### config.mk
export PLATFORM = sky130hd
export DESIGN_NAME = fen_placement_parser
export DESIGN_NICKNAME = d
export VERILOG_FILES = /design/src/hw/rtl/fpp_pkg.sv /design/src/hw/rtl/fen_placement_parser.sv /design/src/hw/rtl/fpp_classify.sv /design/src/hw/rtl/fpp_parser.sv
export SDC_FILE = /design/constraint.sdc
export NUM_CORES = 1
export LEC_CHECK = 0
export BUFFER_PORTS_ARGS = -buffer_cell sky130_fd_sc_hd__buf_4
export CAP_MARGIN = 15
export CORE_UTILIZATION = 38
export CTS_CLUSTER_SIZE = 20
export DETAILED_ROUTE_END_ITERATION = 16
export PLACE_DENSITY_LB_ADDON = 0.12
export SYNTH_ARGS = -nofsm -noshare
export SYNTH_HDL_FRONTEND = slang
export SYNTH_SLANG_ARGS = --single-unit
### constraint.sdc
create_clock -name clk -period 4.6 [get_ports clk]
set_input_delay 0.23 -clock clk [delete_from_list [all_inputs] [get_ports clk]]
set_output_delay 0.23 -clock clk [all_outputs]
set_load 0.01 [all_outputs]
### src/hw/rtl/fpp_pkg.sv
`default_nettype none

package fpp_pkg;

    localparam int CharWidth   = 8;
    localparam int SquareWidth = 6;
    localparam int PieceWidth  = 4;
    localparam int StatusWidth = 3;
    localparam int PhaseWidth  = 3;
    localparam int CountWidth  = 4;
    localparam int ColLenWidth = 2;

    localparam logic [PhaseWidth-1:0] PH_BEFORE = 3'd0;
    localparam logic [PhaseWidth-1:0] PH_PLACE  = 3'd1;
    localparam logic [PhaseWidth-1:0] PH_GAP    = 3'd2;
    localparam logic [PhaseWidth-1:0] PH_COLOUR = 3'd3;
    localparam logic [PhaseWidth-1:0] PH_AFTER  = 3'd4;

    localparam logic [StatusWidth-1:0] ST_OK         = 3'd0;
    localparam logic [StatusWidth-1:0] ST_MISSING    = 3'd1;
    localparam logic [StatusWidth-1:0] ST_WIDTH      = 3'd2;
    localparam logic [StatusWidth-1:0] ST_RANKS      = 3'd3;
    localparam logic [StatusWidth-1:0] ST_OVERFLOW   = 3'd4;
    localparam logic [StatusWidth-1:0] ST_UNKNOWN    = 3'd5;
    localparam logic [StatusWidth-1:0] ST_INCOMPLETE = 3'd6;
    localparam logic [StatusWidth-1:0] ST_COLOUR     = 3'd7;

    localparam logic [PieceWidth-1:0] PIECE_NONE = 4'd0;

    localparam logic [CharWidth-1:0] CH_SLASH   = 8'h2F;
    localparam logic [CharWidth-1:0] CH_ONE     = 8'h31;
    localparam logic [CharWidth-1:0] CH_EIGHT   = 8'h38;
    localparam logic [CharWidth-1:0] CH_WHITE   = 8'h77;
    localparam logic [CharWidth-1:0] CH_BLACK   = 8'h62;
    localparam logic [CharWidth-1:0] CH_SPACE   = 8'h20;
    localparam logic [CharWidth-1:0] CH_TAB     = 8'h09;
    localparam logic [CharWidth-1:0] CH_CR      = 8'h0D;

    localparam logic [CountWidth-1:0] FILES_FULL = 4'd8;
    localparam logic [CountWidth-1:0] RANK_LAST  = 4'd7;
    localparam logic [CountWidth-1:0] RANK_LIMIT = 4'd8;

    typedef struct packed {
        logic                  blank;
        logic                  slash;
        logic                  digit;
        logic [CountWidth-1:0] digit_val;
        logic [PieceWidth-1:0] piece;
    } char_class_t;

    typedef struct packed {
        logic                   square_write;
        logic [SquareWidth-1:0] square_index;
        logic [PieceWidth-1:0]  piece_code;
        logic                   done_res;
        logic [StatusWidth-1:0] status;
        logic                   side_to_move;
    } result_t;

    function automatic logic [PieceWidth-1:0] piece_of(input logic [CharWidth-1:0] c);
        logic [PieceWidth-1:0] p;
        begin
            case (c)
                8'h50:   p = 4'd1;
                8'h4E:   p = 4'd2;
                8'h42:   p = 4'd3;
                8'h52:   p = 4'd4;
                8'h51:   p = 4'd5;
                8'h4B:   p = 4'd6;
                8'h70:   p = 4'd7;
                8'h6E:   p = 4'd8;
                8'h62:   p = 4'd9;
                8'h72:   p = 4'd10;
                8'h71:   p = 4'd11;
                8'h6B:   p = 4'd12;
                default: p = PIECE_NONE;
            endcase
            return p;
        end
    endfunction

endpackage

`default_nettype wire

### src/hw/rtl/fen_placement_parser.sv
// Channel  Direction  Handshake             Payload
// in       input      in_valid / in_stall   char_in, last_byte
// out      output     out_valid / out_stall square_write, square_index, piece_code,
//                                           done_res, status, side_to_move
//
// One item per cycle while out_stall is low; each item passes through the input register,
// then through the parse logic into the result register.
// rst_n clears the parse state and both stage valids; payload registers are not reset.
// out_stall holds the result register and, through a full input register, stalls in.
`default_nettype none

module fen_placement_parser
    import fpp_pkg::*;
(
    input  wire logic                   clk,
    input  wire logic                   rst_n,
    input  wire logic                   in_valid,
    output logic                        in_stall,
    input  wire logic [CharWidth-1:0]   char_in,
    input  wire logic                   last_byte,
    output logic                        out_valid,
    input  wire logic                   out_stall,
    output logic                        square_write,
    output logic [SquareWidth-1:0]      square_index,
    output logic [PieceWidth-1:0]       piece_code,
    output logic                        done_res,
    output logic [StatusWidth-1:0]      status,
    output logic                        side_to_move
);

    logic                 s1_valid_reg;
    logic [CharWidth-1:0] s1_char_reg;
    logic                 s1_last_reg;
    logic                 out_valid_reg;
    result_t              out_reg;

    logic        s2_ready;
    logic        s1_ready;
    logic        advance;
    char_class_t cls;
    result_t     res;

    assign s2_ready = !out_valid_reg || !out_stall;
    assign s1_ready = !s1_valid_reg || s2_ready;
    assign advance  = s1_valid_reg && s2_ready;
    assign in_stall = !s1_ready;

    fpp_classify u_classify (
        .char_in (s1_char_reg),
        .cls     (cls)
    );

    fpp_parser u_parser (
        .clk       (clk),
        .rst_n     (rst_n),
        .advance   (advance),
        .char_in   (s1_char_reg),
        .last_byte (s1_last_reg),
        .cls       (cls),
        .res       (res)
    );

    always_ff @(posedge clk or negedge rst_n)
    begin
        if (!rst_n)
        begin
            s1_valid_reg  <= 1'b0;
            out_valid_reg <= 1'b0;
        end
        else
        begin
            if (s1_ready)
                s1_valid_reg <= in_valid;
            if (s2_ready)
                out_valid_reg <= s1_valid_reg;
        end
    end

    always_ff @(posedge clk)
    begin
        if (s1_ready && in_valid)
        begin
            s1_char_reg <= char_in;
            s1_last_reg <= last_byte;
        end
        if (advance)
            out_reg <= res;
    end

    assign out_valid    = out_valid_reg;
    assign square_write = out_reg.square_write;
    assign square_index = out_reg.square_index;
    assign piece_code   = out_reg.piece_code;
    assign done_res     = out_reg.done_res;
    assign status       = out_reg.status;
    assign side_to_move = out_reg.side_to_move;

endmodule

`default_nettype wire

### src/hw/rtl/fpp_classify.sv
`default_nettype none

module fpp_classify
    import fpp_pkg::*;
(
    input  wire logic [CharWidth-1:0] char_in,
    output char_class_t               cls
);

    logic [CharWidth-1:0] digit_off;

    assign digit_off = char_in - CH_ONE + 8'd1;

    always_comb
    begin
        cls.blank     = (char_in == CH_SPACE) || ((char_in >= CH_TAB) && (char_in <= CH_CR));
        cls.slash     = (char_in == CH_SLASH);
        cls.digit     = (char_in >= CH_ONE) && (char_in <= CH_EIGHT);
        cls.digit_val = digit_off[CountWidth-1:0];
        cls.piece     = piece_of(char_in);
    end

endmodule

`default_nettype wire

### src/hw/rtl/fpp_parser.sv
`default_nettype none

module fpp_parser
    import fpp_pkg::*;
(
    input  wire logic                 clk,
    input  wire logic                 rst_n,
    input  wire logic                 advance,
    input  wire logic [CharWidth-1:0] char_in,
    input  wire logic                 last_byte,
    input  wire char_class_t          cls,
    output result_t                   res
);

    logic [PhaseWidth-1:0]  phase_reg,   phase_next;
    logic [CountWidth-1:0]  rank_reg,    rank_next;
    logic [CountWidth-1:0]  file_reg,    file_next;
    logic [StatusWidth-1:0] err_reg,     err_next;
    logic [CharWidth-1:0]   col_ch_reg,  col_ch_next;
    logic [ColLenWidth-1:0] col_len_reg, col_len_next;

    logic [PhaseWidth-1:0]  phase_tok;
    logic [CountWidth:0]    file_sum;

    assign file_sum = {1'b0, file_reg} + {1'b0, cls.digit_val};

    always_comb
    begin
        phase_tok    = phase_reg;
        rank_next    = rank_reg;
        file_next    = file_reg;
        err_next     = err_reg;
        col_ch_next  = col_ch_reg;
        col_len_next = col_len_reg;
        res          = '0;

        if (cls.blank)
        begin
            if (phase_reg == PH_PLACE)
                phase_tok = PH_GAP;
            else if (phase_reg == PH_COLOUR)
                phase_tok = PH_AFTER;
        end
        else
        begin
            if (phase_reg == PH_BEFORE)
                phase_tok = PH_PLACE;
            else if (phase_reg == PH_GAP)
                phase_tok = PH_COLOUR;

            if (phase_tok == PH_PLACE && err_reg == ST_OK)
            begin
                if (cls.slash)
                begin
                    if (file_reg != FILES_FULL)
                        err_next = ST_WIDTH;
                    else
                    begin
                        rank_next = rank_reg + 4'd1;
                        file_next = '0;
                    end
                end
                else if (rank_reg >= RANK_LIMIT)
                    err_next = ST_RANKS;
                else if (cls.digit)
                begin
                    if (file_sum > {1'b0, FILES_FULL})
                        err_next = ST_OVERFLOW;
                    else
                        file_next = file_sum[CountWidth-1:0];
                end
                else if (cls.piece == PIECE_NONE)
                    err_next = ST_UNKNOWN;
                else if (file_reg >= FILES_FULL)
                    err_next = ST_OVERFLOW;
                else
                begin
                    res.square_write = 1'b1;
                    res.square_index = {rank_reg[2:0], file_reg[2:0]};
                    res.piece_code   = cls.piece;
                    file_next        = file_reg + 4'd1;
                end
            end
            else if (phase_tok == PH_COLOUR)
            begin
                if (col_len_reg == 2'd0)
                    col_ch_next = char_in;
                if (col_len_reg != 2'd3)
                    col_len_next = col_len_reg + 2'd1;
            end
        end

        phase_next = phase_tok;

        if (last_byte)
        begin
            res.done_res = 1'b1;
            if (phase_tok < PH_COLOUR)
                res.status = ST_MISSING;
            else if (err_next != ST_OK)
                res.status = err_next;
            else if (rank_next != RANK_LAST || file_next != FILES_FULL)
                res.status = ST_INCOMPLETE;
            else if (col_len_next == 2'd1 && col_ch_next == CH_WHITE)
                res.side_to_move = 1'b0;
            else if (col_len_next == 2'd1 && col_ch_next == CH_BLACK)
                res.side_to_move = 1'b1;
            else
                res.status = ST_COLOUR;

            phase_next   = PH_BEFORE;
            rank_next    = '0;
            file_next    = '0;
            err_next     = ST_OK;
            col_ch_next  = '0;
            col_len_next = '0;
        end
    end

    always_ff @(posedge clk or negedge rst_n)
    begin
        if (!rst_n)
        begin
            phase_reg   <= PH_BEFORE;
            rank_reg    <= '0;
            file_reg    <= '0;
            err_reg     <= ST_OK;
            col_ch_reg  <= '0;
            col_len_reg <= '0;
        end
        else if (advance)
        begin
            phase_reg   <= phase_next;
            rank_reg    <= rank_next;
            file_reg    <= file_next;
            err_reg     <= err_next;
            col_ch_reg  <= col_ch_next;
            col_len_reg <= col_len_next;
        end
    end

    a_reset_after_last: assert property (@(posedge clk) disable iff (!rst_n)
        advance && last_byte |=> phase_reg == PH_BEFORE && err_reg == ST_OK
            && rank_reg == '0 && file_reg == '0)
        else $error("state not cleared after last item");

    a_error_sticky: assert property (@(posedge clk) disable iff (!rst_n)
        err_reg != ST_OK && !(advance && last_byte) |=> err_reg == $past(err_reg))
        else $error("held error changed");

    a_file_bound: assert property (@(posedge clk) disable iff (!rst_n)
        file_reg <= FILES_FULL && rank_reg <= RANK_LIMIT)
        else $error("rank or file counter out of range");

    a_write_on_board: assert property (@(posedge clk) disable iff (!rst_n)
        advance && res.square_write |-> rank_reg < RANK_LIMIT && file_reg < FILES_FULL
            && res.piece_code != PIECE_NONE)
        else $error("square write off the board");

endmodule

`default_nettype wire

# Word level (Yosys, flattened, before mapping)

Cells that the tools add are included.

Bitwise logic cells: 2
$lt $le $gt $ge: 8
Multipliers: 0
Mux-type cells: 55
Reduce and logical (&&, ||, !) cells: 24
Div/mod/pow operators: 0
Add/sub/neg operators: 6
Equality and inequality tests: 26
Shift operators: 0

Operators with widths:

| cell                                                                             | count |
|---|---|
| 8-bit by 7-bit equality test with 1-bit output, second input constant            | 14 |
| 3-bit two-way mux                                                                | 22 |
| 4-bit two-way mux                                                                | 15 |
| 4-bit case mux with 12 select lines                                              | 1 |
| 8-bit two-way mux                                                                | 5 |
| 8-bit by 6-bit equality test with 1-bit output, second input constant            | 2 |
| 4-bit by 1-bit adder with 4-bit output, second input constant                    | 3 |
| 11-bit two-way mux                                                               | 1 |
| 2-bit two-way mux                                                                | 5 |
| 3-bit by 2-bit equality test with 1-bit output, second input constant            | 3 |
| 4-bit >= comparator, second input constant                                       | 2 |
| 8-bit by 4-bit >= comparator with 1-bit output, second input constant            | 1 |
| 8-bit by 6-bit >= comparator with 1-bit output, second input constant            | 1 |
| 8-bit by 4-bit less-or-equal comparator with 1-bit output, second input constant | 1 |
| 8-bit by 6-bit less-or-equal comparator with 1-bit output, second input constant | 1 |
| 4-bit inequality test, second input constant                                     | 2 |
| 1-bit logical AND                                                                | 7 |
| 7-bit OR reduction                                                               | 1 |
| 3-bit by 1-bit equality test with 1-bit output, second input constant            | 2 |
| 3-bit logical NOT                                                                | 2 |
| 6-bit OR reduction                                                               | 1 |
| 4-bit by 4-bit adder with 5-bit output                                           | 1 |
| 5-bit by 4-bit > comparator with 1-bit output, second input constant             | 1 |
| 1-bit two-way mux                                                                | 5 |
| other kinds (15)                                                                 | 22 |

Memories: 0
Bits in registers: 51
Latch bits: 0
Memory bits (writable): 0
ROM bits: 0
Output and inout bits: 18
Input port bits: 13

# Depth between registers and ports, before layout

Depth after elaboration: 16
Depth in mapped cells: 12
Depth with buffers taken out: 11

# Hierarchy

A second synthesis with hierarchy kept.

Cells, all modules: 315
Area total of the unflattened synthesis: 3189.3 um^2

By module, submodules not included:

| module               | cells an instance | seq. area each (um^2) | instances | area each (um^2) |
|---|---|---|---|---|
| fpp_parser           | 234               | 600.6                 | 1         | 2019.4 |
| fen_placement_parser | 33                | 800.8                 | 1         | 843.3 |
| fpp_classify         | 48                | 0.0                   | 1         | 326.6 |

# Least setup slack after synthesis

No wires, ideal clock.

Kind: register to register
Start point: register s1_char_reg[1]
End point: register out_reg, in the netlist status[0] (data pin)
Setup slack: 1.233 ns
Stages on the path, launching flop included: 13
Arrival time: 3.187 ns
Clock period less this slack: 3.367 ns
Buffers on the path: 2
Data required time: 4.420 ns
Cells stage by stage: edfxtp_1 > buf_2 > buf_2 > inv_1 > fa_1 > nor2b_1 > nand2_1 > a311o_1 > a311o_1 > a21oi_1 > o21ai_1 > or3_1 > o41ai_2

Word-level cells in the longest chain between the ends: 15
Elaborated cells between the ends (all ways): 65
Classes of those cells: add/sub (3); order compare (6); eq/ne (19); mux (29); reduce/logical (8)

RTL lines:

| element                                       | RTL line                   | RTL |
|---|---|---|
| from (decl)                                   | fen_placement_parser.sv:32 | `logic [CharWidth-1:0] s1_char_reg;` |
| from (signal assigned)                        | fen_placement_parser.sv:83 | `s1_char_reg <= char_in;` |
| 4-bit by 1-bit subtractor with 4-bit output   | fpp_classify.sv:12         | `assign digit_off = char_in - CH_ONE + 8'd1;` |
| 4-bit by 1-bit adder with 4-bit output        | fpp_classify.sv:12         |  |
| 4-bit by 4-bit adder with 5-bit output        | fpp_parser.sv:25           | `assign file_sum = {1'b0, file_reg} + {1'b0, cls.digit_val};` |
| 5-bit by 4-bit > comparator with 1-bit output | fpp_parser.sv:67           | `if (file_sum > {1'b0, FILES_FULL})` |
| 4-bit two-way mux                             | fpp_parser.sv:67           |  |
| 4-bit two-way mux                             | fpp_parser.sv:65           | `else if (cls.digit)` |
| 4-bit two-way mux                             | fpp_parser.sv:63           | `else if (rank_reg >= RANK_LIMIT)` |
| 4-bit two-way mux                             | fpp_parser.sv:53           | `if (cls.slash)` |
| 4-bit two-way mux                             | fpp_parser.sv:51           | `if (phase_tok == PH_PLACE && err_reg == ST_OK)` |
| 4-bit two-way mux                             | fpp_parser.sv:37           | `if (cls.blank)` |
| 4-bit inequality test                         | fpp_parser.sv:102          | `else if (rank_next != RANK_LAST \|\| file_next != FILES_FULL)` |
| 1-bit logical OR                              | fpp_parser.sv:102          |  |
| 3-bit two-way mux                             | fpp_parser.sv:102          |  |
| 3-bit two-way mux                             | fpp_parser.sv:100          | `else if (err_next != ST_OK)` |
| 3-bit two-way mux *                           | fpp_parser.sv:98           | `if (phase_tok < PH_COLOUR)` |
| to (signal assigned)                          | fen_placement_parser.sv:87 | `out_reg <= res;` |
| to (decl)                                     | fen_placement_parser.sv:35 | `result_t out_reg;` |

Mark *: on every way between the ends. The rest lies on a longest branch, timed or not.
A chain may end at the register's enable or synchronous reset.

# Final worst setup path

Start point: register s1_char_reg[0]
End point: register out_reg, in the netlist status[0] (data pin)

Same word-level chain as after synthesis.

==> results.py <==
metrics = {
    "timing": {
        "finClkSkew_ns": 0.007623,
        "setup_tns_ns": 0,
        "tightest_slew_ns": 0.8653,
        "rsz0062_at_grt": "no",
        "finalCriticalPeriod_ns": 3.767,
        "slew_violations": 0,
        "finalHoldViolCount": 0,
        "finalSetupViolCount": 0,
        "max_freq_mhz": 265.5,
        "period_share_pct": 81.88,
        "slew_headroom_pct": 42.31,
    },
    "power_and_ir_drop": {
        "power_frac_comb_pct": 29.7,
        "pwr_density_cell_nw_per_um2": 352.7,
        "sw_frac_of_total_pct": 34.83,
        "p_sw_mw": 0.4461,
        "p_int_mw": 0.8345,
        "p_clk_share_pct": 22.6,
        "p_leak_nw": 1.449,
        "p_seq_share_pct": 47.7,
        "vdd_drop_max_v": 0.0001623,
    },
    "synth": {
        "synth_most_common_cell": "nand2_1",
        "syn_area_per_cell_um2": 9.117,
        "synthTopCellsByArea": "edfxtp_1 (23%), dfrtp_1 (20%), nand2_1 (4.4%)",
        "seq_area_frac_synth_pct": 43.66,
        "synth_edf_count": 25,
        "ys.warnings.count": 0,
        "synth-async-reset-ratio_pct": 50.98,
        "syn_area_um2": 3209,
        "synth_common_cells": "nand2_1 (38), nor2_1 (32), dfrtp_1 (26), o21ai_0 (26), edfxtp_1 (25)",
        "synthDistinctLibCells": 66,
        "synth_fp_nets": 374,
        "synth-seq-cells": 51,
        "syn_inst": 352,
        "synth_top_area_share_pct": 23.39,
        "ys.flop_type": "dfrtp_1",
        "yosysTopAreaCell": "edfxtp_1",
    },
    "global_routing": {
        "busiest_layer": "met2",
        "globalRouteOverflowTotal": 0,
        "grt_start_max_net_pins": 27,
        "antenna_found_initial": 0,
        "first_global_vias": 2597,
        "grt_util_met2_pct": 32.42,
        "use_met1_pct": 25.93,
        "grt_util_met3_pct": 3.560,
        "grt_pass1_wl_mm": 13.30,
        "grt.total_usage_pct": 19.91,
    },
    "setup_path": {
        "crit_top_cell": "a311o_1",
        "critical_path_class": "reg2reg",
        "crit_path_cell_trace": "ha_1, inv_1, fa_1, nor2b_1, nand2_1, a311o_1, a311o_1, a21oi_1, o21ai_1, or3_1, o41ai_2",
        "crit_cells": 11,
        "start_kind": "flop",
        "worst-path-buf-inv": 1,
        "slowest_delay_ns": 0.74,
        "cp.required_ns": 4.73,
        "critPathTopFamily": "compound AO/OA/AOI/OAI gates",
        "crit_path_end_kind": "flop",
        "cp_max_fo": 19,
        "r2r_cells": 11,
        "cp_slowest_cell": "edfxtp_1",
        "arrival_ns": 3.90,
    },
    "die": {
        "row_count": 33,
        "fp.dieArea_um2": 8817,
        "fp.dieW_um": 93.90,
        "initial_core_util_pct": 39.26,
        "core_um2": 8175,
        "io_pins": 31,
        "die_h_um": 93.90,
    },
    "placed_design": {
        "dpl.hpwl_mm": 5.668,
        "placed_cells": 474,
        "port_buffers": 30,
        "gp_congestion": 0.9080,
    },
    "cells_and_area": {
        "diodes": 0,
        "final_cell_count_no_fill": 483,
        "syn_to_final_growth_pct": 13.14,
        "nets": 399,
        "drive_above_1_share_pct": 14.29,
    },
    "cts": {
        "cts_max_level": 2,
        "clk_latency_ns": 0.31,
        "cts-root-buf": "clkbuf_8",
        "ctsResizeCount": 0,
        "cts_hold_buf": 1,
        "numCtsBuffers": 5,
        "post_cts_buffers": 0,
        "cts_sinks": 51,
        "clockBufferDepth": 2,
        "cts.clk_slew.worst_paths_ns": 0.09,
        "cts_tree": "built",
    },
    "hold_path": {
        "hp-class": "in2reg",
        "hold_depth": 1,
    },
    "detailed_routing": {
        "postRouteAntennaNets": 0,
        "drtIter0Drc": 120,
        "vias": 2776,
        "routed_wirelength_mm": 8.162,
        "first_pass_iters": 5,
        "drc": 0,
        "routedWlPerCell_um": 16.90,
        "vias_per_cell": 5.747,
    },
    "run": {
        "maxCapViolations": 0,
    },
    "outcome": {
        "status": "completed",
    },
}
routing by layer:
metal / part of all wire (%) / vias to the layer above / wire [um]
met1: 47 / 1313 / 3798
met2: 47 / 84 / 3816
met4: 2.3 / 0 / 189
met5: 0 / - / 0
met3: 4.4 / 18 / 359
li1: - / 1361 / -
layout make-up:
cell class                 instances  area (um2)
timing repair buffer              34       257.7
multi-input combinational        271        1685
fill                             827        4544
sequential                        51        1401
clock inverter                     1       6.256
tap                              105       131.4
inverter                          14       52.55
clock buffer                       7       96.34
cell families (layout without fill, tap and decap cells):
| group | after synthesis | in the layout | synth area share, % |
|---|---|---|---|
| AND/OR/NAND/NOR | 162 | 162 | 27.06 |
| adder cells (fa/ha/maj) | 9 | 9 | 3.743 |
| flip-flops | 51 | 51 | 43.66 |
| XOR/XNOR | 4 | 4 | 1.092 |
| multiplexers | 5 | 5 | 1.637 |
| AO/OA/AOI/OAI | 91 | 91 | 18.99 |
| buffers and inverters | 30 | 56 | 3.820 |
metrics by stage:
step / instance area [um2] / util (%) / power (mW) / setup WS [ns] / hold slack (ns)
finish: 3631 / 44.41 / 1.281 / 0.8335 / 0.08853
global route: 3631 / 44.41 / 1.361 / 0.4771 / 0.06921
CTS: 3631 / 44.41 / 1.288 / 0.8719 / 0.07477
detailed placement: 3518 / 43.04 / 0.9940 / 0.9074 / 0.1748
global placement: 3518 / 43.04 / 0.9931 / 0.9990 / 0.1722
floorplan: 3209 / - / 0.8779 / 1.233 / -0.06559
layout by cell type (no fill, tap or decap), drive strengths merged, types with 3 or more instances in the layout:
| cell type | count |
|---|---|
| o31ai | 3 |
| a31oi | 3 |
| nor2 | 32 |
| dfrtp | 26 |
| nand3 | 16 |
| nor2b | 10 |
| and3 | 8 |
| and4 | 3 |
| edfxtp | 25 |
| a21oi | 18 |
| nand3b | 5 |
| o22ai | 5 |
| or4 | 3 |
| clkbuf | 7 |
| nand4 | 3 |
| or3 | 7 |
| nand2 | 38 |
| ha | 8 |
| mux2i | 3 |
| o21ai | 28 |
| a22oi | 8 |
| nor3 | 14 |
| a21o | 3 |
| nor4 | 6 |
| inv | 14 |
| and2 | 3 |
| a31o | 3 |
| buf | 33 |
| nand2b | 4 |
worst paths after layout:
kind                                 from              endpoint  slack (ns)
max in group asynchronous           rst_n  u_parser.file_reg[3]        3.96
min                            char_in[4]        s1_char_reg[4]        0.09
max reg2reg                s1_char_reg[0]             status[0]        0.83
min in group asynchronous           rst_n          s1_valid_reg        0.36
max                        s1_char_reg[0]             status[0]        0.83
min reg2reg                  s1_valid_reg             out_valid        0.50
power by group through the flow:
stage	Sequential, mW	Combinational (mW)	Clock, mW
after global routing	0.621	0.423	0.316
final	0.611	0.380	0.289
after detailed placement	0.621	0.373	0
after floorplan	0.601	0.277	0
after CTS	0.611	0.378	0.300
after global placement	0.620	0.373	0
(Power assumes the default switching activity.)
